**src/rtl/spwm_pkg.sv**
```systemverilog
// Shared constants, control word and status types for the sparse weight matrix product core.
package spwm_pkg;

	localparam int DATA_W = 32;
	localparam int FRAC_W = 16;

	localparam int MAX_ROWS     = 64;
	localparam int MAX_INNER    = 16;
	localparam int MAX_OUT_COLS = 16;

	localparam int ROW_W   = $clog2(MAX_ROWS);
	localparam int INNER_W = $clog2(MAX_INNER);
	localparam int COL_W   = $clog2(MAX_OUT_COLS);

	// field and register widths
	localparam int OP_W     = 3;
	localparam int RIDX_W   = 6;
	localparam int CIDX_W   = 4;
	localparam int ROWCNT_W = 7;
	localparam int INNCNT_W = 5;
	localparam int COLCNT_W = 5;
	localparam int CFG_IDX_W = 2;
	localparam int CFG_DAT_W = 7;

	localparam int A_DEPTH = MAX_ROWS * MAX_INNER;
	localparam int B_DEPTH = MAX_INNER * MAX_OUT_COLS;
	localparam int A_AW    = ROW_W + INNER_W;
	localparam int B_AW    = INNER_W + COL_W;

	// exact sum of MAX_INNER full products
	localparam int ACC_W   = 2 * DATA_W + INNER_W;
	localparam int SAT_MSB = DATA_W + FRAC_W - 1;

	// opcodes
	localparam logic [OP_W-1:0] OP_WR_A = 3'd0;
	localparam logic [OP_W-1:0] OP_WR_B = 3'd1;
	localparam logic [OP_W-1:0] OP_RD_A = 3'd2;
	localparam logic [OP_W-1:0] OP_MUL  = 3'd3;
	localparam logic [OP_W-1:0] OP_CLR  = 3'd4;

	// register indexes
	localparam logic [CFG_IDX_W-1:0] REG_ROW_COUNT     = 2'd0;
	localparam logic [CFG_IDX_W-1:0] REG_INNER_COUNT   = 2'd1;
	localparam logic [CFG_IDX_W-1:0] REG_OUT_COL_COUNT = 2'd2;

	// microprogram addresses
	localparam int UPC_W = 4;
	localparam logic [UPC_W-1:0] U_FETCH  = 4'd0;
	localparam logic [UPC_W-1:0] U_DISP   = 4'd1;
	localparam logic [UPC_W-1:0] U_WR_A   = 4'd2;
	localparam logic [UPC_W-1:0] U_WR_B   = 4'd3;
	localparam logic [UPC_W-1:0] U_RD_A   = 4'd4;
	localparam logic [UPC_W-1:0] U_ERR    = 4'd5;
	localparam logic [UPC_W-1:0] U_MAC    = 4'd6;
	localparam logic [UPC_W-1:0] U_DRAIN1 = 4'd7;
	localparam logic [UPC_W-1:0] U_DRAIN2 = 4'd8;
	localparam logic [UPC_W-1:0] U_EMIT   = 4'd9;
	localparam logic [UPC_W-1:0] U_CLR    = 4'd10;

	// sequencing conditions; the hold kinds stay on the step until their flag is set
	localparam logic [2:0] C_NEXT   = 3'd0;
	localparam logic [2:0] C_JUMP   = 3'd1;
	localparam logic [2:0] C_ACCEPT = 3'd2;
	localparam logic [2:0] C_OUT    = 3'd3;
	localparam logic [2:0] C_KLOOP  = 3'd4;
	localparam logic [2:0] C_CLOOP  = 3'd5;
	localparam logic [2:0] C_DISP   = 3'd6;

	// result sources
	localparam logic [1:0] SRC_ERR = 2'd0;
	localparam logic [1:0] SRC_ARD = 2'd1;
	localparam logic [1:0] SRC_ACC = 2'd2;

	typedef struct packed {
		logic [2:0]       cond;
		logic [UPC_W-1:0] target;
		logic             in_ready;
		logic             we_a;
		logic             we_b;
		logic             clear;
		logic             mac_issue;
		logic             clr_acc;
		logic             load_out;
		logic [1:0]       out_src;
	} ctrl_t;

	typedef struct packed {
		logic            accepted;
		logic [OP_W-1:0] opcode;
		logic            a_ok;
		logic            b_ok;
		logic            p_ok;
		logic            inner_zero;
		logic            k_last;
		logic            clr_last;
		logic            out_free;
	} stat_t;

endpackage

```
**src/rtl/spwm_useq.sv**
```systemverilog
// Microcode sequencer: control ROM, step counter and branch logic.
module spwm_useq import spwm_pkg::*; (
	input  logic  clk,
	input  logic  arst_n,
	input  stat_t st,
	output ctrl_t ctrl
);

	logic [UPC_W-1:0] upc_q;
	logic [UPC_W-1:0] upc_nxt;
	logic [UPC_W-1:0] disp_tgt;
	logic             hold;

	function automatic ctrl_t urom(input logic [UPC_W-1:0] a);
		ctrl_t w;
		w = '0;
		case (a)
			U_FETCH: begin
				w.in_ready = 1'b1;
				w.cond     = C_ACCEPT;
				w.target   = U_DISP;
			end
			U_DISP: begin
				w.clr_acc = 1'b1;
				w.cond    = C_DISP;
			end
			U_WR_A: begin
				w.we_a   = 1'b1;
				w.cond   = C_JUMP;
				w.target = U_FETCH;
			end
			U_WR_B: begin
				w.we_b   = 1'b1;
				w.cond   = C_JUMP;
				w.target = U_FETCH;
			end
			U_RD_A: begin
				w.load_out = 1'b1;
				w.out_src  = SRC_ARD;
				w.cond     = C_OUT;
				w.target   = U_FETCH;
			end
			U_ERR: begin
				w.load_out = 1'b1;
				w.out_src  = SRC_ERR;
				w.cond     = C_OUT;
				w.target   = U_FETCH;
			end
			U_MAC: begin
				w.mac_issue = 1'b1;
				w.cond      = C_KLOOP;
				w.target    = U_DRAIN1;
			end
			U_DRAIN1: begin
				w.cond = C_NEXT;
			end
			U_DRAIN2: begin
				w.cond = C_NEXT;
			end
			U_EMIT: begin
				w.load_out = 1'b1;
				w.out_src  = SRC_ACC;
				w.cond     = C_OUT;
				w.target   = U_FETCH;
			end
			U_CLR: begin
				w.clear  = 1'b1;
				w.cond   = C_CLOOP;
				w.target = U_FETCH;
			end
			default: begin
				w.cond   = C_JUMP;
				w.target = U_FETCH;
			end
		endcase
		return w;
	endfunction

	assign ctrl = urom(upc_q);

	always_comb begin
		case (st.opcode)
			OP_WR_A: disp_tgt = st.a_ok ? U_WR_A : U_FETCH;
			OP_WR_B: disp_tgt = st.b_ok ? U_WR_B : U_FETCH;
			OP_RD_A: disp_tgt = st.a_ok ? U_RD_A : U_ERR;
			OP_MUL: begin
				if (!st.p_ok) begin
					disp_tgt = U_ERR;
				end else if (st.inner_zero) begin
					disp_tgt = U_EMIT;
				end else begin
					disp_tgt = U_MAC;
				end
			end
			OP_CLR:  disp_tgt = U_CLR;
			default: disp_tgt = U_FETCH;
		endcase
	end

	always_comb begin
		case (ctrl.cond)
			C_ACCEPT: hold = !st.accepted;
			C_OUT:    hold = !st.out_free;
			C_KLOOP:  hold = !st.k_last;
			C_CLOOP:  hold = !st.clr_last;
			default:  hold = 1'b0;
		endcase
		if (hold) begin
			upc_nxt = upc_q;
		end else if (ctrl.cond == C_NEXT) begin
			upc_nxt = upc_q + 1'b1;
		end else if (ctrl.cond == C_DISP) begin
			upc_nxt = disp_tgt;
		end else begin
			upc_nxt = ctrl.target;
		end
	end

	// reset starts with a clearing pass over both stores
	always_ff @(posedge clk or negedge arst_n) begin
		if (!arst_n) begin
			upc_q <= U_CLR;
		end else begin
			upc_q <= upc_nxt;
		end
	end

`ifndef ASSERT_OFF
	a_upc_range: assert property (@(posedge clk) disable iff (!arst_n)
		upc_q <= U_CLR)
		else $error("step counter left the program");

	a_mac_exit: assert property (@(posedge clk) disable iff (!arst_n)
		(upc_q == U_MAC && upc_nxt != U_MAC) |-> st.k_last)
		else $error("product loop left before the last term");

	a_clr_exit: assert property (@(posedge clk) disable iff (!arst_n)
		(upc_q == U_CLR && upc_nxt == U_FETCH) |-> st.clr_last)
		else $error("clearing pass ended early");
`endif

endmodule

```
**config.mk**
```make
export PLATFORM = sky130hd
export DESIGN_NAME = spwm_useq
export DESIGN_NICKNAME = d
export VERILOG_FILES = /design/src/rtl/spwm_pkg.sv /design/src/rtl/spwm_useq.sv
export SDC_FILE = /design/constraint.sdc
export NUM_CORES = 1
export LEC_CHECK = 0
export ABC_AREA = 1
export BUFFER_PORTS_ARGS = -buffer_cell sky130_fd_sc_hd__buf_2
export CORE_MARGIN = 2
export CORE_UTILIZATION = 42
export CTS_CLUSTER_DIAMETER = 100
export DETAILED_ROUTE_END_ITERATION = 10
export PLACE_DENSITY = 0.82
export SETUP_SLACK_MARGIN = 0.1
export SLEW_MARGIN = 30
export SYNTH_ARGS = -nofsm -noshare
export SYNTH_HDL_FRONTEND = slang
export SYNTH_SLANG_ARGS = --single-unit
```
**constraint.sdc**
```tcl
create_clock -name clk -period 1.8 [get_ports clk]
set_clock_uncertainty 0.05 [all_clocks]
set_input_delay 0 -clock clk [delete_from_list [all_inputs] [get_ports clk]]
set_output_delay 0 -clock clk [all_outputs]
set_load 0.02 [all_outputs]
```
==> run_results.csv, run 1 <==
group,metric,value,unit
outcome,outcome,"finished with violations",
outcome,violations,"setup timing",
placement,place_congestion,0.889,
clock_tree,clock_path_buffers,2,
timing,layout_min_cycle_time,1.81,ns
final_layout,largest_reg_flops,4,
floorplanning,start_util,0.458,
synthesis,ys_seq_area_frac,0.144,
synthesis,synth_cell_types,26,
synthesis,syn_area,714,µm²
synthesis,synth_edf_count,0,
clock_tree,htree_num_levels,1,
final_layout,fin_cells,165,
floorplanning,core,1560,µm²
synthesis,ys_seq_elements,4,
power,power,2.20,mW
final_layout,regMostFlops,"upc_q",
routing,vias,867,
final_layout,final_cell_mix,"25 x buf_2, 23 x nand2_1, 12 x inv_1",
clock_tree,clkLatencyLatePin,0.24,ns
timing,setup_viol,1,
critical_path,endpoint_kind,"flip-flop",
critical_path,cp_max_fo,4,
power,leakage,0.595,nW
worst_hold_path,hold_path.class,"in -> async",
global_route,grt_pass1_vias,838,
timing,slew_violations,0,
synthesis,synthFlopType,"dfstp_2",
synthesis,yosys.area.top_type_share,0.131,
final_layout,num_antenna_cells,0,
placement,port_buffers,27,
critical_path,reg2regPathDepth,13,
critical_path,r2r_start,"upc_q[1]",
critical_path,worstPathRequired,1.93,ns
routing,drt_drc_violations_left,0,
critical_path,critPathKind,"reg -> reg",
routing,routedWlPerCell,12.1,µm
critical_path,startpoint_type,"flip-flop",
routing,ant_nets,0,
timing,hold_viol,0,
placement,dp.cells,157,
global_route,track_usage,0.216,
placement,dp_slack,0.00497,ns
final_layout,final_util,0.660,
timing,max_freq,552,MHz
routing,dr.pass1.iters,4,
synthesis,yosysTopAreaCell,"nand2_1",
floorplanning,dieWidth,45.2,µm
routing,wl_met1,801,µm
floorplanning,die_h,45.2,µm
routing,highest_layer,"met4",
synthesis,ys_warn_count,0,
final_layout,syn_to_final_growth,44.0,%
final_layout,layout_commonest_cell,"buf_2",
final_layout,drive_gt1_frac,0.503,
global_route,antenna_found_initial,0,
global_route,grt_start_max_net_pins,10,
timing,final.setup.tns,-0.00997,ns
final_layout,reg.largest.list,"upc_q: 4 flops",
clock_tree,cts_tree,"yes",
synthesis,synth_cells,114,
clock_tree,path_clk_slew,0.04,ns
power,power_density,2140,nW/µm²
global_route,grt_pass1_wl,3.35,mm
synthesis,ys_async_sr_fraction,1.00,
synthesis,synthesis.nets,131,
floorplanning,rows,14,
timing,rsz0062_at_grt,"yes",
placement,place.detailed.hpwl,1.56,mm
critical_path,critical_path_arrival,1.94,ns
synthesis,syn_avg_cell_area,6.27,µm²
routing,viasPerCell,5.25,
clock_tree,clock-sinks,4,
critical_path,reg2reg_to,"upc_q[1]",
final_layout,final_nets,167,
timing,fin_crit_sh,1.01,
floorplanning,die-area,2050,µm²
clock_tree,cts_buffers,3,
clock_tree,root_buffer,"clkbuf_4",
floorplanning,io_pins,29,
routing,drt_iter0_drc,18,
synthesis,synth.area.top_cells,"nand2_1 13%, inv_1 8.4%, nand3_1 7.7%, dfstp_2 7.4%, dfrtp_1 7.0%",
job,cap_violations,0,
routing,drt_wl_total,2.00,mm
routing,wl_met3,84,µm
routing,met2_wirelength,1.06,mm
power,peakVddDrop,0.898,mV
global_route,grt_overflow_total,0,
critical_path,ff2ff_setup_slack,-0.01,ns
timing,setup_ws,-0.00997,ns
kinds of logic after synthesis:
| group | synth area share |
|---|---|
| and+or+nand+nor | 0.536 |
| other | 0.00525 |
| AOI/OAI and AO/OA | 0.0753 |
| buffers and inverters | 0.158 |
| adders and majority gates | 0.0701 |
| DFF | 0.144 |
| xor gates and xnor gates | 0.0123 |
power breakdown:
| group | total, mW | switching, mW | internal (mW) |
|---|---|---|---|
| clock | 0.126 | 0.0421 | 0.0835 |
| combinational | 1.85 | 1.12 | 0.731 |
| sequential | 0.218 | 0.0740 | 0.144 |
| total | 2.20 | 1.24 | 0.958 |
worst max-delay path by stage:
stage,from,end,slack [ns]
final,upc_q[1],upc_q[1],-0.01
after global routing,upc_q[1],upc_q[2],-0.12
after CTS,upc_q[1],upc_q[1],0.04
after detailed placement,upc_q[1],upc_q[2],0.005
after global placement,upc_q[1],upc_q[2],0.10
after floorplan,upc_q[1],upc_q[2],0.11
stage by stage:
stage | instance area, µm² | hold slack, ns
2_1_floorplan | 759 | -0.346
3_3_place_gp | 911 | -0.244
3_5_place_dp | 911 | -0.243
4_1_cts | 1020 | 0.0588
5_1_grt | 1030 | 0.0951
6_report | 1030 | 0.0688
critical path: stages (launching register included):
cell and delay [ns]:
dfstp_2 0.56, inv_2 0.07, ha_4 0.18, inv_2 0.07
nand2_4 0.06, nand2_4 0.11, nand3_4 0.10, inv_2 0.05
nand4_1 0.08, nand2_1 0.10, nand2_2 0.08, nand2_2 0.10
nand2_1 0.06, nand2_1 0.07
what timing repair did:
| item | CTS | global route |
|---|---|---|
| pin swaps | 2 | 0 |
| hold buffers | 1 | 0 |
| buffers inserted | 2 | 1 |
| endpoints found under the setup margin | 5 | 7 |
| resized for setup | 12 | 2 |
| endpoints found under the hold margin | 4 | 0 |
synth_stat cells, types with 3 or more instances:
cell     instances
buf_4            3
ha_1             4
inv_1           16
inv_2            5
nand2_1         25
nand2_2          6
nand3_1         11
nand3_2          3
nand4_1          7
nor2_1           9
nor2_2           3
o21ai_0          4
cell type report:
class / instances / area [µm²]
fillers: 139 / 531
inverters: 21 / 78.8
clock buffers: 4 / 26.3
flip-flops and latches: 4 / 104
multi-input cells: 85 / 577
repair buffers: 35 / 223
well taps: 16 / 20.0
metal layers:
metal / track usage / up-vias
li1: - / 433
met1: 0.249 / 390
met2: 0.411 / 36
met3: 0.00400 / 8
met4: 0.0882 / 0
met5: 0 / -
Note: power is estimated with default switching activity, not from simulation.
==> run 2, diff against run 1 <==
--- a/config.mk
+++ b/config.mk
@@ -7,8 +7,10 @@
 export LEC_CHECK = 0
 export ABC_AREA = 1
 export BUFFER_PORTS_ARGS = -buffer_cell sky130_fd_sc_hd__buf_2
+export CELL_PAD_IN_SITES_DETAIL_PLACEMENT = 1
+export CELL_PAD_IN_SITES_GLOBAL_PLACEMENT = 2
 export CORE_MARGIN = 2
-export CORE_UTILIZATION = 42
+export CORE_UTILIZATION = 21
 export CTS_CLUSTER_DIAMETER = 100
 export DETAILED_ROUTE_END_ITERATION = 10
 export PLACE_DENSITY = 0.82
==> run_results.csv, run 2 (synthesized netlist as in run 1, its figures left out) <==
group,metric,value,unit
timing,layout_min_cycle_time,1.77,ns
floorplanning,die_h,62.3,µm
timing,hold_viol,0,
critical_path,startpoint_type,"flip-flop",
outcome,outcome,"finished clean",
floorplanning,io_pins,29,
final_layout,layout_commonest_cell,"buf_2",
critical_path,reg2reg_to,"upc_q[3]",
clock_tree,cts_tree,"yes",
floorplanning,core,3310,µm²
final_layout,seq_area,104,µm²
placement,port_buffers,27,
timing,slew_violations,0,
final_layout,reg.largest.list,"upc_q: 4 flops",
critical_path,critPathBufInv,3,
power,power,2.32,mW
power,peakVddDrop,0.352,mV
critical_path,cp_max_fo,4,
placement,place.detailed.hpwl,2.03,mm
routing,routedWlPerCell,12.9,µm
critical_path,cp_num_cells,13,
routing,drt_wl_total,2.51,mm
placement,dp_slack,0.0202,ns
critical_path,reg2regPathDepth,13,
global_route,antenna_found_initial,0,
routing,viasPerCell,4.49,
critical_path,crit_start,"upc_q[1]",
timing,fin_crit_sh,0.985,
global_route,track_usage,0.135,
routing,drt_iter0_drc,8,
global_route,grt_start_max_net_pins,9,
critical_path,cp_cell_sequence,"inv_2 -> ha_4 -> inv_4 -> nand2_4 -> nand2_4 -> nand3_4 -> inv_2 -> nand4_1 -> nand2_1 -> nand2_2 -> nand2_4 -> nand2_1 -> nand2_1",
routing,ant_nets,0,
global_route,grt_pass1_vias,920,
floorplanning,start_util,0.216,
critical_path,endpoint_kind,"flip-flop",
clock_tree,cts_buffers,3,
final_layout,multi_input_area,607,µm²
final_layout,regMostFlops,"upc_q",
power,p_seq_frac,0.093,
critical_path,ff2ff_setup_slack,0.03,ns
global_route,grt_overflow_total,0,
critical_path,r2r_start,"upc_q[1]",
timing,max_freq,564,MHz
power,comb_power_share,0.853,
critical_path,critPathMaxStageDelay,0.56,ns
timing,finalHoldWorstSlack,0.0418,ns
job,cap_violations,0,
clock_tree,path_clk_slew,0.05,ns
clock_tree,clkLatencyLatePin,0.26,ns
timing,setup_ws,0.0267,ns
critical_path,cpLargestDelayFamily,"simple AND/OR/NAND/NOR gates",
final_layout,largest_reg_flops,4,
final_layout,fin_cells,194,
power,leakage,0.597,nW
critical_path,critical_path_arrival,1.91,ns
final_layout,syn_to_final_growth,53.2,%
critical_path,worstPathRequired,1.93,ns
power,clkPwrFrac,0.055,
power,p_sw,1.33,mW
routing,vias,872,
floorplanning,rows,21,
clock_tree,htree_num_levels,1,
critical_path,worst_path_max_delay_cell,"dfstp_2",
placement,place_congestion,0.828,
critical_path,crit_end,"upc_q[3]",
floorplanning,die-area,3880,µm²
routing,drt_drc_violations_left,0,
clock_tree,clock-sinks,4,
final_layout,final_nets,167,
placement,dp.cells,188,
power,power_density,2120,nW/µm²
clock_tree,clock_path_buffers,2,
final_layout,final_cell_mix,"26 x buf_2, 21 x nand2_1, 11 x inv_1",
power,swShare,0.572,
timing,rsz0062_at_grt,"yes",
power,internal-power,0.995,mW
critical_path,critPathKind,"reg -> reg",
worst_hold_path,hold_path.class,"in -> async",
routing,dr.pass1.iters,4,
floorplanning,dieWidth,62.3,µm
timing,setup_viol,0,
clock_tree,root_buffer,"clkbuf_4",
final_layout,fill_cells,448,
final_layout,drive_gt1_frac,0.527,
final_layout,num_antenna_cells,0,
global_route,grt_pass1_wl,4.19,mm
[run 2: cell types whose count changed in the layout (fill, tap and decap cells not counted)]
cell	previous run	this run
nor2_4	2	3
clkbuf_1	1	0
inv_4	0	2
nand2_4	5	7
inv_1	12	11
ha_4	2	3
inv_2	9	8
buf_2	25	26
nor2_2	4	3
nand2_1	23	21
buf_4	6	5
ha_2	2	1
[run 2: worst min-delay path by stage]
stage,depth (start not counted),to,startpoint
after detailed placement,1,upc_q[0],arst_n
after global placement,1,upc_q[0],arst_n
after floorplan,0,upc_q[0],arst_n
final,2,upc_q[2],arst_n
after global routing,2,upc_q[2],arst_n
after CTS,2,upc_q[2],arst_n
[run 2: repair_timing]
action	CTS	global route
hold endpoints to repair	4	0
pin swaps	6	3
gates resized for setup	18	4
hold buffers	1	0
endpoints found under the setup margin	5	7
buffers inserted	2	0
[run 2: layout make-up]
type | instances | share of cell area
Multi-Input combinational cell | 85 | 0.554
Sequential cell | 4 | 0.0949
Tap cell | 46 | 0.0526
Inverter | 21 | 0.0766
Clock buffer | 3 | 0.0206
Timing Repair Buffer | 35 | 0.201
[run 2: metrics by stage]
step | TNS [ns] | cell area (µm²) | util
detailed placement | 0 | 956 | 0.289
global route | -0.375 | 1090 | 0.331
finish | 0 | 1090 | 0.331
CTS | 0 | 1080 | 0.327
floorplan | 0 | 759 | -
global placement | 0 | 956 | 0.289
[run 2: layer usage]
layer  vias to the layer above  wire [µm]  global-route usage  share of wire
met1                       400        960               0.140           0.38
met5                         -          0                   0              0
met2                        30       1380               0.261           0.55
met4                         0         64              0.0611          0.025
li1                        435          -                   -              -
met3                         7        106              0.0236          0.042
[run 2: power by group through the flow]
stage | registers, mW | clock network, mW | logic, mW
2_1_floorplan | 0.177 | 0 | 1.21
3_3_place_gp | 0.202 | 0 | 1.63
3_5_place_dp | 0.204 | 0 | 1.67
4_1_cts | 0.217 | 0.123 | 1.96
5_1_grt | 0.223 | 0.134 | 2.15
6_report | 0.215 | 0.127 | 1.98
==> run 3, diff against run 2 <==
--- a/config.mk
+++ b/config.mk
@@ -13,7 +13,7 @@
 export CORE_UTILIZATION = 21
 export CTS_CLUSTER_DIAMETER = 100
 export DETAILED_ROUTE_END_ITERATION = 10
-export PLACE_DENSITY = 0.82
+export PLACE_DENSITY = 0.85
 export SETUP_SLACK_MARGIN = 0.1
 export SLEW_MARGIN = 30
 export SYNTH_ARGS = -nofsm -noshare
==> run_results.csv, run 3 (synthesized netlist as in run 1, its figures left out) <==
group,metric,value,unit
routing,viasPerCell,4.36,
routing,drt_wl_total,2.46,mm
floorplanning,dieWidth,62.3,µm
timing,rsz0062_at_grt,"yes",
timing,setup_viol,0,
critical_path,reg2reg_to,"upc_q[2]",
critical_path,critPathKind,"reg -> out",
critical_path,endpoint_kind,"output pin",
timing,layout_min_cycle_time,1.76,ns
critical_path,r2r_start,"upc_q[1]",
critical_path,cp_max_fo,5,
routing,drt_drc_violations_left,0,
clock_tree,clock_path_buffers,2,
critical_path,critPathBufInv,3,
routing,routedWlPerCell,12.6,µm
placement,port_buffers,27,
power,peakVddDrop,0.324,mV
critical_path,cp_cell_sequence,"ha_2 -> inv_1 -> nand2_1 -> nand2_1 -> nand2_2 -> nor2_4 -> nor2_4 -> inv_2 -> buf_4",
global_route,antenna_found_initial,0,
clock_tree,htree_num_levels,1,
power,power_density,2050,nW/µm²
global_route,grt_overflow_total,0,
critical_path,worst_path_max_delay_cell,"dfstp_2",
clock_tree,root_buffer,"clkbuf_4",
global_route,grt_start_max_net_pins,8,
final_layout,drive_gt1_frac,0.530,
clock_tree,path_clk_slew,0.04,ns
critical_path,critPathMaxStageDelay,0.54,ns
final_layout,regMostFlops,"upc_q",
critical_path,reg2regPathDepth,13,
floorplanning,core,3310,µm²
timing,max_freq,568,MHz
routing,ant_nets,0,
routing,dr.pass1.iters,3,
timing,finalHoldWorstSlack,0.0487,ns
timing,fin_crit_sh,0.979,
final_layout,reg.largest.list,"upc_q: 4 flops",
placement,place_congestion,0.889,
final_layout,final_nets,168,
clock_tree,cts_tree,"yes",
global_route,track_usage,0.131,
outcome,outcome,"finished clean",
clock_tree,clock-sinks,4,
power,power,2.24,mW
floorplanning,die_h,62.3,µm
final_layout,num_antenna_cells,0,
routing,drt_iter0_drc,8,
power,leakage,0.604,nW
global_route,grt_pass1_wl,4.05,mm
timing,hold_viol,0,
worst_hold_path,hold_path.class,"in -> async",
routing,vias,850,
critical_path,startpoint_type,"flip-flop",
placement,place.detailed.hpwl,2.07,mm
final_layout,largest_reg_flops,4,
final_layout,layout_commonest_cell,"buf_2",
floorplanning,io_pins,29,
global_route,grt_pass1_vias,884,
critical_path,worstPathRequired,1.75,ns
final_layout,syn_to_final_growth,52.7,%
floorplanning,die-area,3880,µm²
clock_tree,cts_buffers,3,
critical_path,ff2ff_setup_slack,0.04,ns
critical_path,cp_num_cells,9,
critical_path,cpLargestDelayFamily,"flip-flops",
final_layout,final_cell_mix,"26 x buf_2, 21 x nand2_1, 11 x inv_1",
critical_path,critical_path_arrival,1.71,ns
floorplanning,start_util,0.216,
clock_tree,clkLatencyLatePin,0.24,ns
floorplanning,rows,21,
job,cap_violations,0,
timing,slew_violations,0,
[run 3: power by group]
group / internal [mW] / switching [mW] / total, mW
clock network: 0.0747 / 0.0382 / 0.113
registers: 0.141 / 0.0637 / 0.205
logic: 0.725 / 1.20 / 1.92
total: 0.941 / 1.30 / 2.24
[run 3: final cells by class]
cell class	instances	area, µm²
Fill cell	443	2220
Multi-Input combinational cell	85	607
Timing Repair Buffer	36	220
Sequential cell	4	103
Inverter	21	81.3
Tap cell	46	57.6
Clock buffer	3	22.5
[run 3: what timing repair did]
item / 4_1_cts / 5_1_grt
pin swaps: 4 / 5
setup endpoints to repair: 5 / 6
hold buffers: 1 / 0
gates resized for setup: 14 / 4
buffers inserted: 3 / 0
endpoints found under the hold margin: 4 / 0
[run 3: metrics by stage]
stage	cell area (µm²)	util	worst slack, ns	cells	TNS (ns)
after floorplan	759	-	0.108	114	0
after detailed placement	956	0.289	-0.0225	188	-0.0552
final	1090	0.330	0.0382	195	0
after global placement	956	0.289	0.0497	188	0
after global routing	1090	0.330	-0.0771	195	-0.359
after CTS	1080	0.325	0.00977	195	0
[run 3: how the worst max path moves through the flow]
stage             start       end  slack, ns
3_3_place_gp   upc_q[1]  upc_q[2]       0.05
5_1_grt        upc_q[1]  upc_q[2]      -0.08
6_report       upc_q[1]  ctrl[13]       0.04
2_1_floorplan  upc_q[1]  upc_q[2]       0.11
3_5_place_dp   upc_q[1]  upc_q[2]      -0.02
4_1_cts        upc_q[1]  ctrl[13]       0.01
[run 3: metal layers]
layer,global-route usage,up-vias,share of wire
met4,0.0667,0,0.035
met2,0.249,19,0.55
met1,0.138,393,0.38
met5,0,-,0
met3,0.0217,7,0.031
li1,-,431,-
